[src/rtl/core/qrs_pkg.sv]
// Package: widths, stage types and helpers for the quadratic root solver
package qrs_pkg;
    localparam int FRAC_BITS = 16;
    localparam int CW   = 16;
    localparam int DW   = 34;
    localparam int OUT_W = 34;
    localparam int SW   = 17 + FRAC_BITS;
    localparam int RADW = 2 * SW;
    localparam int RMW  = SW + 2;
    localparam int NW   = SW + 1;
    localparam int DMW  = CW + 1;
    localparam int EW   = ((NW > OUT_W) ? NW : OUT_W) + 1;
    localparam int IN_W  = 48;
    localparam int TD_W  = 176;

    localparam int TD_LEGAL = 0;
    localparam int TD_REAL  = 1;
    localparam int TD_DBL   = 2;
    localparam int TD_DISC  = 3;
    localparam int TD_R1R   = TD_DISC + DW;
    localparam int TD_R1I   = TD_R1R + OUT_W;
    localparam int TD_R2R   = TD_R1I + OUT_W;
    localparam int TD_R2I   = TD_R2R + OUT_W;

    typedef struct packed {
        logic                  valid;
        logic signed [CW-1:0]  a;
        logic signed [CW-1:0]  b;
        logic signed [DW-1:0]  disc;
        logic [RADW-1:0]       rad;
        logic [RMW-1:0]        rem;
        logic [SW-1:0]         root;
    } sq_t;

    typedef struct packed {
        logic                  valid;
        logic                  legal;
        logic                  hasr;
        logic                  dbl;
        logic signed [DW-1:0]  disc;
        logic [2:0]            neg;
        logic [DMW-1:0]        dm;
        logic [2:0][NW-1:0]    num;
        logic [2:0][DMW-1:0]   rem;
    } dv_t;

    function automatic logic signed [OUT_W-1:0] sat_q(input logic neg,
                                                      input logic [NW-1:0] mag);
        logic [EW-1:0] m;
        logic [EW-1:0] maxe;
        logic signed [OUT_W-1:0] r;
        m    = EW'(mag);
        maxe = (EW'(1) << (OUT_W - 1)) - EW'(1);
        if (neg) begin
            if (m > maxe + EW'(1)) r = {1'b1, {(OUT_W-1){1'b0}}};
            else r = OUT_W'(EW'(0) - m);
        end else begin
            if (m > maxe) r = {1'b0, {(OUT_W-1){1'b1}}};
            else r = OUT_W'(m);
        end
        return r;
    endfunction
endpackage

[src/rtl/core/qrs_div_cell.sv]
// Divider cell: one quotient bit per stage for each of three lanes
module qrs_div_cell (
    input  logic         aclk,
    input  logic         aresetn,
    input  logic         adv,
    input  qrs_pkg::dv_t cell_in,
    output qrs_pkg::dv_t cell_out
);
    import qrs_pkg::*;

    dv_t cell_reg, cell_next;
    logic [2:0][DMW-1:0] t;

    always_comb begin
        cell_next = cell_in;
        for (int i = 0; i < 3; i++) begin
            t[i] = {cell_in.rem[i][DMW-2:0], cell_in.num[i][NW-1]};
            if (t[i] >= cell_in.dm) begin
                cell_next.rem[i] = t[i] - cell_in.dm;
                cell_next.num[i] = {cell_in.num[i][NW-2:0], 1'b1};
            end else begin
                cell_next.rem[i] = t[i];
                cell_next.num[i] = {cell_in.num[i][NW-2:0], 1'b0};
            end
        end
    end

    always_ff @(posedge aclk) begin
        if (!aresetn) begin
            cell_reg.valid <= 1'b0;
        end else if (adv) begin
            cell_reg <= cell_next;
        end
    end

    assign cell_out = cell_reg;
endmodule

[config.mk]
export PLATFORM = sky130hd
export DESIGN_NAME = qrs_div_cell
export DESIGN_NICKNAME = d
export VERILOG_FILES = /design/src/rtl/core/qrs_pkg.sv /design/src/rtl/core/qrs_div_cell.sv
export SDC_FILE = /design/constraint.sdc
export NUM_CORES = 1
export LEC_CHECK = 0
export ABC_AREA = 0
export ABC_CLOCK_PERIOD_IN_PS = 10400
export BUFFER_PORTS_ARGS = -buffer_cell sky130_fd_sc_hd__buf_2
export CAP_MARGIN = 20
export CELL_PAD_IN_SITES_DETAIL_PLACEMENT = 1
export CELL_PAD_IN_SITES_GLOBAL_PLACEMENT = 2
export CORE_MARGIN = 4
export CORE_UTILIZATION = 33
export DETAILED_ROUTE_END_ITERATION = 8
export GPL_ROUTABILITY_DRIVEN = 0
export PLACE_DENSITY_LB_ADDON = 0.15
export SYNTH_ARGS = -nofsm -noshare
export SYNTH_HDL_FRONTEND = slang
export SYNTH_SLANG_ARGS = --single-unit
[constraint.sdc]
create_clock -name aclk -period 10.4 [get_ports aclk]
set_clock_uncertainty 0.1 [all_clocks]
set_input_delay 0.52 -clock aclk [delete_from_list [all_inputs] [get_ports aclk]]
set_output_delay 0.52 -clock aclk [all_outputs]
set_load 0.01 [all_outputs]
* Word-level counts from Yosys, hierarchy flattened
Index checks and enable logic that the tools add are counted.
** Storage, ports and cells
- Register bits :: 211
- Output and inout port bits :: 211
** Operators by class
- $lt $le $gt $ge :: 3
- $add $sub $neg :: 3
- Reductions and logical operators :: 1
- Mux-type cells :: 6
** Operator list (count)
- $ge A17 B17 Y1 :: 3
- $mux W17 :: 3
- $sub A17 B17 Y17 :: 3
- $mux W1 :: 3
- $reduce_and A2 Y1 :: 1

* Depth between registers and ports, before layout
- Depth in word-level cells :: 2
- Depth in mapped cells :: 12
- Gate-level depth less buffers :: 10

* Least setup slack after synthesis
No wires, ideal clock.
- Path kind :: input-to-reg
- From :: input port adv
- To :: register cell_reg (netlist bit cell_out[0]), enable pin
- Path slack :: 4.424 ns
- Required time :: 9.705 ns
- Path buffers :: 0
- Cell stages on the path :: 1
- Arrival :: 5.281 ns
- Cell sequence :: and2_1
** On the way
- Word-level cells in the longest chain between the ends :: 1
** RTL lines
- from (decl) :: RTL line qrs_div_cell.sv:5 : input logic adv,
- $reduce_and A2 Y1 (no source line)
- to (signal assigned) :: RTL line qrs_div_cell.sv:32 : cell_reg <= cell_next;
- to (decl) :: RTL line qrs_div_cell.sv:11 : dv_t cell_reg, cell_next;
Every way passes these cells.
A chain may end at the register's enable or synchronous reset.

==> impl_metrics.ini <==
[sta]
setup_slack_ns = 6.97
finalCritPeriodShare_pct = 33.0
fin_crit_ns = 3.43
fin_tns_setup_ns = 0
drv_slew = 0
tightest_slew_ns = 0.968
rsz0062_at_grt = no
slew_headroom_pct = 35.5
hold_viol = 0
finalSetupViolCount = 0
max_freq_mhz = 291

[floorplan]
die_x_um = 179
initial_utilization_pct = 33.6
die_area_mm2 = 0.0321
core-area_mm2 = 0.0288
die_y_um = 179
num_io_pins = 425
rows = 62

[worst_setup_path]
path_delay_family = simple AND/OR/NAND/NOR gates
cp-endpoint = cell_out[38]
r2r_start = cell_out[210]
reg2reg_slack_ns = 9.70
critPathMaxFanout = 18
worstPathCellList = buf_2 -> inv_1 -> ha_1 -> a21oi_1 -> o21ai_0 -> or3_1 -> o2111a_1 -> o21ai_1 -> and2_1 -> mux2_2
crit_path_start_kind = input pin
reg2reg_to = cell_out[210]
cp-end-kind = flop
critical_path_class = input pin to flop
cp.arrival_ns = 3.62
worstPathRequired_ns = 10.59
rr_worst_depth = 2
cp_num_cells = 10
critical-path-slowest-cell = and2_1
cp_slowest_stage_delay_ns = 0.75
cp_num_buf_inv = 2
critPathLaunch = cell_in[161]

[synth]
ys_seq_area_share_pct = 65.5
yosys.area.top_type_share_pct = 65.3
avgSynthCellArea_um2 = 14.7
synth_area_leader_cell = edfxtp_1
ys_types = 68
synth_nets = 925
synth_commonest_cells = 210 x edfxtp_1, 51 x ha_1, 38 x inv_1
synth_edf_count = 210
yosysWarnings = 0
synth_seq_cells = 211
synthTopCellsByArea = edfxtp_1 65%, ha_1 6.6%, mux2_2 2.2%, mux2_4 2.2%, xnor2_1 2.2%
synth.most_common_cell = edfxtp_1
synth_cells = 657
async_flop_share_pct = 0
synth_ff_type = edfxtp_1
synth_area_mm2 = 0.00966

[clock_tree]
cts_hold_buf = 0
ctsHtreeMaxLevel = 1
cts_setup_buffers = 0
clkTransAtPathRegs_ns = 0.06
cts_buffers = 25
cts_sinks = 211
cts-root-buf = clkbuf_16
insertion_delay_ns = 0.54
clock_path_buffers = 3
cts.repair.resized = 0
cts_tree = built

[placement]
port_buffers = 421
dpl.hpwl_um = 26600
post-place-ws_ns = 6.32

[job]
cap_violations = 0

[global_routing]
antenna_found_initial = 7
grt_pass1_vias = 7338
grt_max_degree = 76
grt_use_total_pct = 19.3
grt-ovfl-total = 0
grt_pass1_wl_um = 46300

[status]
outcome = complete, no violations

[detailed_routing]
drt-total-wl_um = 33600
detail_route.wl_per_cell_um = 22.4
via_per_inst = 4.76
dr_wl_met2_um = 17500
wl_met3_um = 2720
wl_met1_um = 12500
antenna_left = 0
drtIter0Drc = 276
first_pass_iters = 5
drc = 0
top_layer_used = met5
vias = 7154

[finish]
area_growth_pct = 34.2
nFillCells = 3156
drive_above_1_share_pct = 45.0
nets = 1364
largest_register_ffs = 211

[power]
ir_worst_vdd_v = 0.000106
power_density_mw_per_mm2 = 174
p_leak_uw = 0.00556

[worst_hold_path]
hold_path_class = input pin to flop
==> report_power, final <==
part           total, µW  switching [µW]  internal [µW]
logic                400             226            174
registers           1030            14.1           1010
clock network        826             356            471
total               2260             596           1660
==> worst min path at each step <==
| stage | startpoint | end | slack, ns | depth (start not counted) |
|---|---|---|---|---|
| after global placement | cell_out[210] | cell_out[210] | 0.39 | 2 |
| after floorplan | cell_out[210] | cell_out[210] | 0.44 | 2 |
| after global routing | cell_in[103] | cell_out[104] | 0.03 | 1 |
| after detailed placement | cell_out[210] | cell_out[210] | 0.42 | 2 |
| after CTS | cell_in[195] | cell_out[195] | 0.03 | 1 |
| final | cell_in[103] | cell_out[104] | 0.05 | 1 |
==> worst reg2reg max path: cells and delay by family, from the launching register on <==
family           cells  cell delay (ns)
flip-flops           1             0.31
multiplexers         1             0.13
AND/OR/NAND/NOR      1             0.06
==> cells in the final DEF (no fill, tap or decap), drive strengths merged, types with 4 or more instances in the layout <==
cell and instances:
a21o 15, a21oi 26, and3 6, buf 424
clkbuf 31, clkinv 9, diode 4, edfxtp 210
ha 51, inv 41, mux2 36, mux2i 5
nand2 19, nand3 15, nand4 5, nor2 32
nor2b 11, nor3 17, o2111ai 6, o21a 14
o21ai 36, o31ai 7, or2 4, or3 5
xnor2 24, xor2 6
==> cell type report <==
cell class              count  area [µm²]  area share, %
flip-flops and latches    211        6330           48.8
multi-input cells         395        3110           24.0
repair buffers            424        2130           16.4
clock buffers              31         648           5.00
well taps                 384         480           3.71
inverters                  39         149           1.15
clock inverters            14         118          0.907
diodes                      4        10.0         0.0772
==> layer usage <==
layer,track usage (%),vias up
met3,5.06,51
met2,35.8,246
li1,-,3427
met5,0,-
met4,5.49,8
met1,21.8,3422
==> kinds of logic (layout without fill, tap and decap cells) <==
kind of cell               after synthesis  count (layout)  share of synthesized area (%)
AOI/OAI and AO/OA                      141             141                           9.90
xor gates and xnor gates                30              30                           2.72
adders and majority gates               54              54                           7.22
buffers and inverters                   51             508                           2.42
DFF                                    211             211                           65.5
muxes                                   41              41                           5.26
other                                    0               4                              0
and+or+nand+nor                        129             129                           7.02
==> per-stage QoR <==
step	cells	utilization, %	area, µm²	total power (µW)	hold slack, ns
after global placement	1453	42.4	12200	1450	0.393
after CTS	1498	45.0	13000	2290	0.0252
after floorplan	657	-	9660	1290	0.438
after global routing	1501	45.0	13000	2360	0.0299
after detailed placement	1453	42.4	12200	1450	0.417
final	1502	45.1	13000	2260	0.0534
Power figures use the tool's default switching activity.
