<file path="src/rtl/core/qrs_pkg.sv">
// Package: widths, stage types and helpers for the quadratic root solver
package qrs_pkg;
    localparam int FRAC_BITS = 16;
    localparam int CW   = 16;
    localparam int DW   = 34;
    localparam int OUT_W = 34;
    localparam int SW   = 17 + FRAC_BITS;
    localparam int RADW = 2 * SW;
    localparam int RMW  = SW + 2;
    localparam int NW   = SW + 1;
    localparam int DMW  = CW + 1;
    localparam int EW   = ((NW > OUT_W) ? NW : OUT_W) + 1;
    localparam int IN_W  = 48;
    localparam int TD_W  = 176;

    localparam int TD_LEGAL = 0;
    localparam int TD_REAL  = 1;
    localparam int TD_DBL   = 2;
    localparam int TD_DISC  = 3;
    localparam int TD_R1R   = TD_DISC + DW;
    localparam int TD_R1I   = TD_R1R + OUT_W;
    localparam int TD_R2R   = TD_R1I + OUT_W;
    localparam int TD_R2I   = TD_R2R + OUT_W;

    typedef struct packed {
        logic                  valid;
        logic signed [CW-1:0]  a;
        logic signed [CW-1:0]  b;
        logic signed [DW-1:0]  disc;
        logic [RADW-1:0]       rad;
        logic [RMW-1:0]        rem;
        logic [SW-1:0]         root;
    } sq_t;

    typedef struct packed {
        logic                  valid;
        logic                  legal;
        logic                  hasr;
        logic                  dbl;
        logic signed [DW-1:0]  disc;
        logic [2:0]            neg;
        logic [DMW-1:0]        dm;
        logic [2:0][NW-1:0]    num;
        logic [2:0][DMW-1:0]   rem;
    } dv_t;

    function automatic logic signed [OUT_W-1:0] sat_q(input logic neg,
                                                      input logic [NW-1:0] mag);
        logic [EW-1:0] m;
        logic [EW-1:0] maxe;
        logic signed [OUT_W-1:0] r;
        m    = EW'(mag);
        maxe = (EW'(1) << (OUT_W - 1)) - EW'(1);
        if (neg) begin
            if (m > maxe + EW'(1)) r = {1'b1, {(OUT_W-1){1'b0}}};
            else r = OUT_W'(EW'(0) - m);
        end else begin
            if (m > maxe) r = {1'b0, {(OUT_W-1){1'b1}}};
            else r = OUT_W'(m);
        end
        return r;
    endfunction
endpackage

</file>
<file path="src/rtl/core/qrs_sqrt_cell.sv">
// Square root cell: one root bit per stage, restoring, no multiplier
module qrs_sqrt_cell (
    input  logic         aclk,
    input  logic         aresetn,
    input  logic         adv,
    input  qrs_pkg::sq_t cell_in,
    output qrs_pkg::sq_t cell_out
);
    import qrs_pkg::*;

    sq_t cell_reg, cell_next;
    logic [RMW-1:0] t, trial;

    always_comb begin
        cell_next = cell_in;
        t     = {cell_in.rem[RMW-3:0], cell_in.rad[RADW-1 -: 2]};
        trial = {cell_in.root, 2'b01};
        cell_next.rad = {cell_in.rad[RADW-3:0], 2'b00};
        if (t >= trial) begin
            cell_next.rem  = t - trial;
            cell_next.root = {cell_in.root[SW-2:0], 1'b1};
        end else begin
            cell_next.rem  = t;
            cell_next.root = {cell_in.root[SW-2:0], 1'b0};
        end
    end

    always_ff @(posedge aclk) begin
        if (!aresetn) begin
            cell_reg.valid <= 1'b0;
        end else if (adv) begin
            cell_reg <= cell_next;
        end
    end

    assign cell_out = cell_reg;
endmodule

</file>
<file path="config.mk">
export PLATFORM = sky130hd
export DESIGN_NAME = qrs_sqrt_cell
export DESIGN_NICKNAME = d
export VERILOG_FILES = /design/src/rtl/core/qrs_pkg.sv /design/src/rtl/core/qrs_sqrt_cell.sv
export SDC_FILE = /design/constraint.sdc
export NUM_CORES = 1
export LEC_CHECK = 0
export ABC_AREA = 0
export BUFFER_PORTS_ARGS = -buffer_cell sky130_fd_sc_hd__buf_2
export CAP_MARGIN = 20
export CORE_AREA = 2 2 160 162
export DETAILED_ROUTE_END_ITERATION = 8
export DIE_AREA = 0 0 162 164
export PLACE_DENSITY = 0.71
export SLEW_MARGIN = 20
export SYNTH_ARGS = -nofsm -noshare
export SYNTH_HDL_FRONTEND = slang
export SYNTH_SLANG_ARGS = --single-unit
</file>
<file path="constraint.sdc">
create_clock -name aclk -period 7.9 [get_ports aclk]
set_clock_uncertainty 0.05 [all_clocks]
set_input_delay 1.185 -clock aclk [delete_from_list [all_inputs] [get_ports aclk]]
set_output_delay 1.185 -clock aclk [all_outputs]
set_load 0.005 [all_outputs]
</file>
# Word-level counts from Yosys, hierarchy flattened
# Cells that the tools add are included.
[totals]
regBits = 199
latchBits = 0
ramBits = 0
romBits = 0
input_bits = 204
output_inout_bits = 201
elab_cells = 11
memories = 0
[classes]
n_addsub = 1
n_mul = 0
div_mod_pow = 0
order_cmp = 1
eq_ne = 0
shifts = 0
n_mux = 1
bitwise = 0
reduce_logical = 1
[ops]
columns = ["op", "count"]
rows = [
  ["$mux 68", 1],
  ["$ge 35x35->1", 1],
  ["$sub 35x35->35", 1],
  ["$reduce_and 2->1", 1],
]

# Longest topological paths before layout
[depth]
depth_word = 2
depth_mapped = 13
ltp_nobuf = 11

# Worst setup path before layout
# No wires, ideal clock.
[synth_timing]
path_kind = "in2reg"
start = "in adv"
end = "reg cell_reg, in the netlist cell_out[0] (enable)"
setup_ns = 0.582
t_arrival_ns = 5.678
required_time_ns = 7.268
slack_ns = 1.590
path_stages = 1
n_path_buf = 0
path_cell_list = "and2_1"
[synth_between]
elab_chain_cells = 1
[synth_rtl]
columns = ["item", "line", "source"]
rows = [
  ["from (decl)", "qrs_sqrt_cell.sv:5", "input logic adv,"],
  ["$reduce_and 2->1 (no line)", "-", ""],
  ["to (signal assigned)", "qrs_sqrt_cell.sv:32", "cell_reg <= cell_next;"],
  ["to (decl)", "qrs_sqrt_cell.sv:11", "sq_t cell_reg, cell_next;"],
]
# No other way between the ends.
# A chain may end at the register's enable or synchronous reset.

==> flow_summary.json <==
{
  "power_density_nw_per_um2": 224,
  "fp.dieW_um": 162,
  "drc": 0,
  "design_area_um2": 11500,
  "ys.flop_type": "edfxtp_1",
  "synthTopCellsByArea": "edfxtp_1 70%, ha_1 5.1%, a21oi_1 2.7%",
  "clk_latency_ns": 0.43,
  "netlist_instances": 602,
  "synth_edf_count": 198,
  "setup_viol": 0,
  "drt_iter0_drc": 444,
  "via_count": 6554,
  "clockPowerShare_pct": 35.2,
  "antenna_left": 0,
  "synth_top_area_share_pct": 69.8,
  "fmax_mhz": 241,
  "path_clk_slew_ns": 0.09,
  "cts_tree": "done",
  "routed_wl_um": 27900,
  "post_dp_cell_area_um2": 10900,
  "endpoint_kind": "flop",
  "combPwrFrac_pct": 15.4,
  "antenna_found_initial": 10,
  "clk_root_buffer_cell": "clkbuf_16",
  "yosys_register_bits": 199,
  "instances_no_fill": 1359,
  "dp_hpwl_um": 21600,
  "dieArea_um2": 26600,
  "crit_chain": "buf_2 > inv_1 > ha_1 > a21oi_1 > o21ai_0 > a21oi_1 > o211ai_1 > a21oi_2 > o31a_1 > inv_2 > mux2_2",
  "worst_hold_path_type": "flop to flop",
  "drt-wirelength-per-cell_um": 20.5,
  "final_net_count": 1250,
  "start_kind": "input port",
  "largest_reg_flops": 199,
  "syn-cell-area_um2": 8510,
  "async_flop_share_pct": 0,
  "fin_ws_ns": 3.75,
  "most-common-layout-cells": "400 x buf_2, 198 x edfxtp_1, 46 x a21oi_1",
  "swShare_pct": 27.9,
  "cts_buffer_depth": 2,
  "die_h_um": 164,
  "post-route-util_pct": 46.2,
  "post_cts_buffers": 0,
  "ctsHoldBuffers": 0,
  "num_rows": 58,
  "final.setup.tns_ns": 0,
  "yosys_warnings": 0,
  "slew-limit-headroom_pct": 38.3,
  "grt_overflow": 0,
  "internal_power_mw": 1.85,
  "nFillCells": 2368,
  "outcome": "finished, final reports clean",
  "numCtsBuffers": 17,
  "path_max_fanout": 40,
  "port_buffers": 400,
  "dp.cells": 1322,
  "yosysSeqAreaShare_pct": 70.1,
  "grt_use_total_pct": 20.0,
  "synth_top_cell_by_area": "edfxtp_1",
  "rsz0062_at_grt": "false",
  "cts-resized-gates": 0,
  "p_leak_nw": 5.01,
  "viasPerCell": 4.82,
  "avgSynthCellArea_um2": 14.1,
  "crit_type": "input port to flop",
  "initial_utilization_pct": 34.3,
  "grt_pass1_vias": 6337,
  "firstDrtPassIters": 5,
  "dpl_worst_slack_ns": 3.39,
  "layout-drive-gt1-share_pct": 43.6,
  "crit_slowest_cell": "o211ai_1",
  "cap_violations": 0,
  "grt_pass1_wl_um": 39000,
  "min_period_ns": 4.15,
  "grt_max_degree": 69,
  "seqPwrFrac_pct": 49.5,
  "critPathArrivalTime_ns": 4.29,
  "synth.lib_cells_used.distinct": 57,
  "tightest_slew_ns": 0.925,
  "crit_top_cell": "a21oi_1",
  "report.final.hold_viol_count": 0,
  "htree_levels": 4,
  "coreArea_um2": 24800,
  "cp.required_ns": 8.04,
  "clock_sinks": 199,
  "syn_to_final_growth_pct": 34.7,
  "gp_congestion": 0.856,
  "drv_slew": 0,
  "max_stage_delay_ns": 0.55,
  "ir_drop_mv": 0.120,
  "fin_crit_sh_pct": 52.5,
  "layout_commonest_cell": "buf_2",
  "num_io_pins": 405,
  "p_switching_mw": 0.716
}
==> logic make-up (layout without fill, tap and decap cells) <==
family	Yosys count	count (layout)	share of synthesized area, %
xor+xnor	27	27	2.78
flops	199	199	70.1
mux	3	3	0.367
simple gates	136	136	7.75
buf+inv	59	480	3.23
fa+ha+maj	35	35	5.14
compound gates	142	142	10.6
other cells	1	7	0.0440
==> worst max-delay path: cells and delay by family <==
kind,cells,cell delay [ns]
AO/OA/AOI/OAI,6,1.53
adder cells (fa/ha/maj),1,0.48
buffers and inverters,3,0.67
multiplexers,1,0.41
==> path summary, 6_finish.rpt <==
| kind | to | cells after the start | start | slack [ns] |
|---|---|---|---|---|
| setup reg to reg | cell_out[200] | 2 | cell_out[200] | 7.21 |
| hold / removal | cell_out[200] | 2 | cell_out[200] | 0.53 |
| setup / recovery | cell_out[57] | 11 | cell_in[10] | 3.75 |
| hold reg to reg | cell_out[200] | 2 | cell_out[200] | 0.53 |
==> area by class of cell <==
| cell class | instances | area [um2] | area share, % |
|---|---|---|---|
| diodes | 5 | 12.5 | 0.109 |
| clock buffers | 18 | 429 | 3.74 |
| clock inverters | 14 | 174 | 1.52 |
| inverters | 45 | 169 | 1.47 |
| multi-input cells | 345 | 2280 | 19.9 |
| flip-flops and latches | 199 | 5970 | 52.0 |
| well taps | 330 | 413 | 3.60 |
| repair buffers | 403 | 2020 | 17.7 |
==> cells in the mapped netlist (all sizes together), types with 4 or more instances <==
cell type	instances
o31ai	5
and3	4
nand3	16
a21oi	48
o211ai	4
nand2b	4
clkbuf	6
nand4	8
a21boi	5
nor2	34
o21ai	26
inv	45
xor2	13
edfxtp	198
and2	6
xnor2	14
o21bai	7
a31oi	8
buf	8
nand2	39
ha	35
nor3	11
a21o	20
o21a	6
==> through the flow <==
step	total power, mW	hold slack, ns
detailed placement	1.69	0.508
floorplan	1.51	0.457
CTS	2.59	0.524
global route	2.67	0.558
finish	2.57	0.528
global placement	1.68	0.483
==> routing by layer <==
metal	track usage (%)	up-vias	wire length, um
li1	-	3089	-
met1	24.0	3124	10900
met2	33.2	283	13500
met3	8.08	44	2740
met4	5.95	14	593
met5	0	-	89
==> power by group through the flow <==
stage               combinational (mW)  clock [mW]  sequential [mW]
CTS                              0.399       0.923             1.27
detailed placement               0.395           0             1.29
finish                           0.395       0.904             1.27
global placement                 0.389           0             1.29
floorplan                        0.192           0             1.32
global route                     0.434       0.960             1.28
Power figures use the tool's default switching activity.
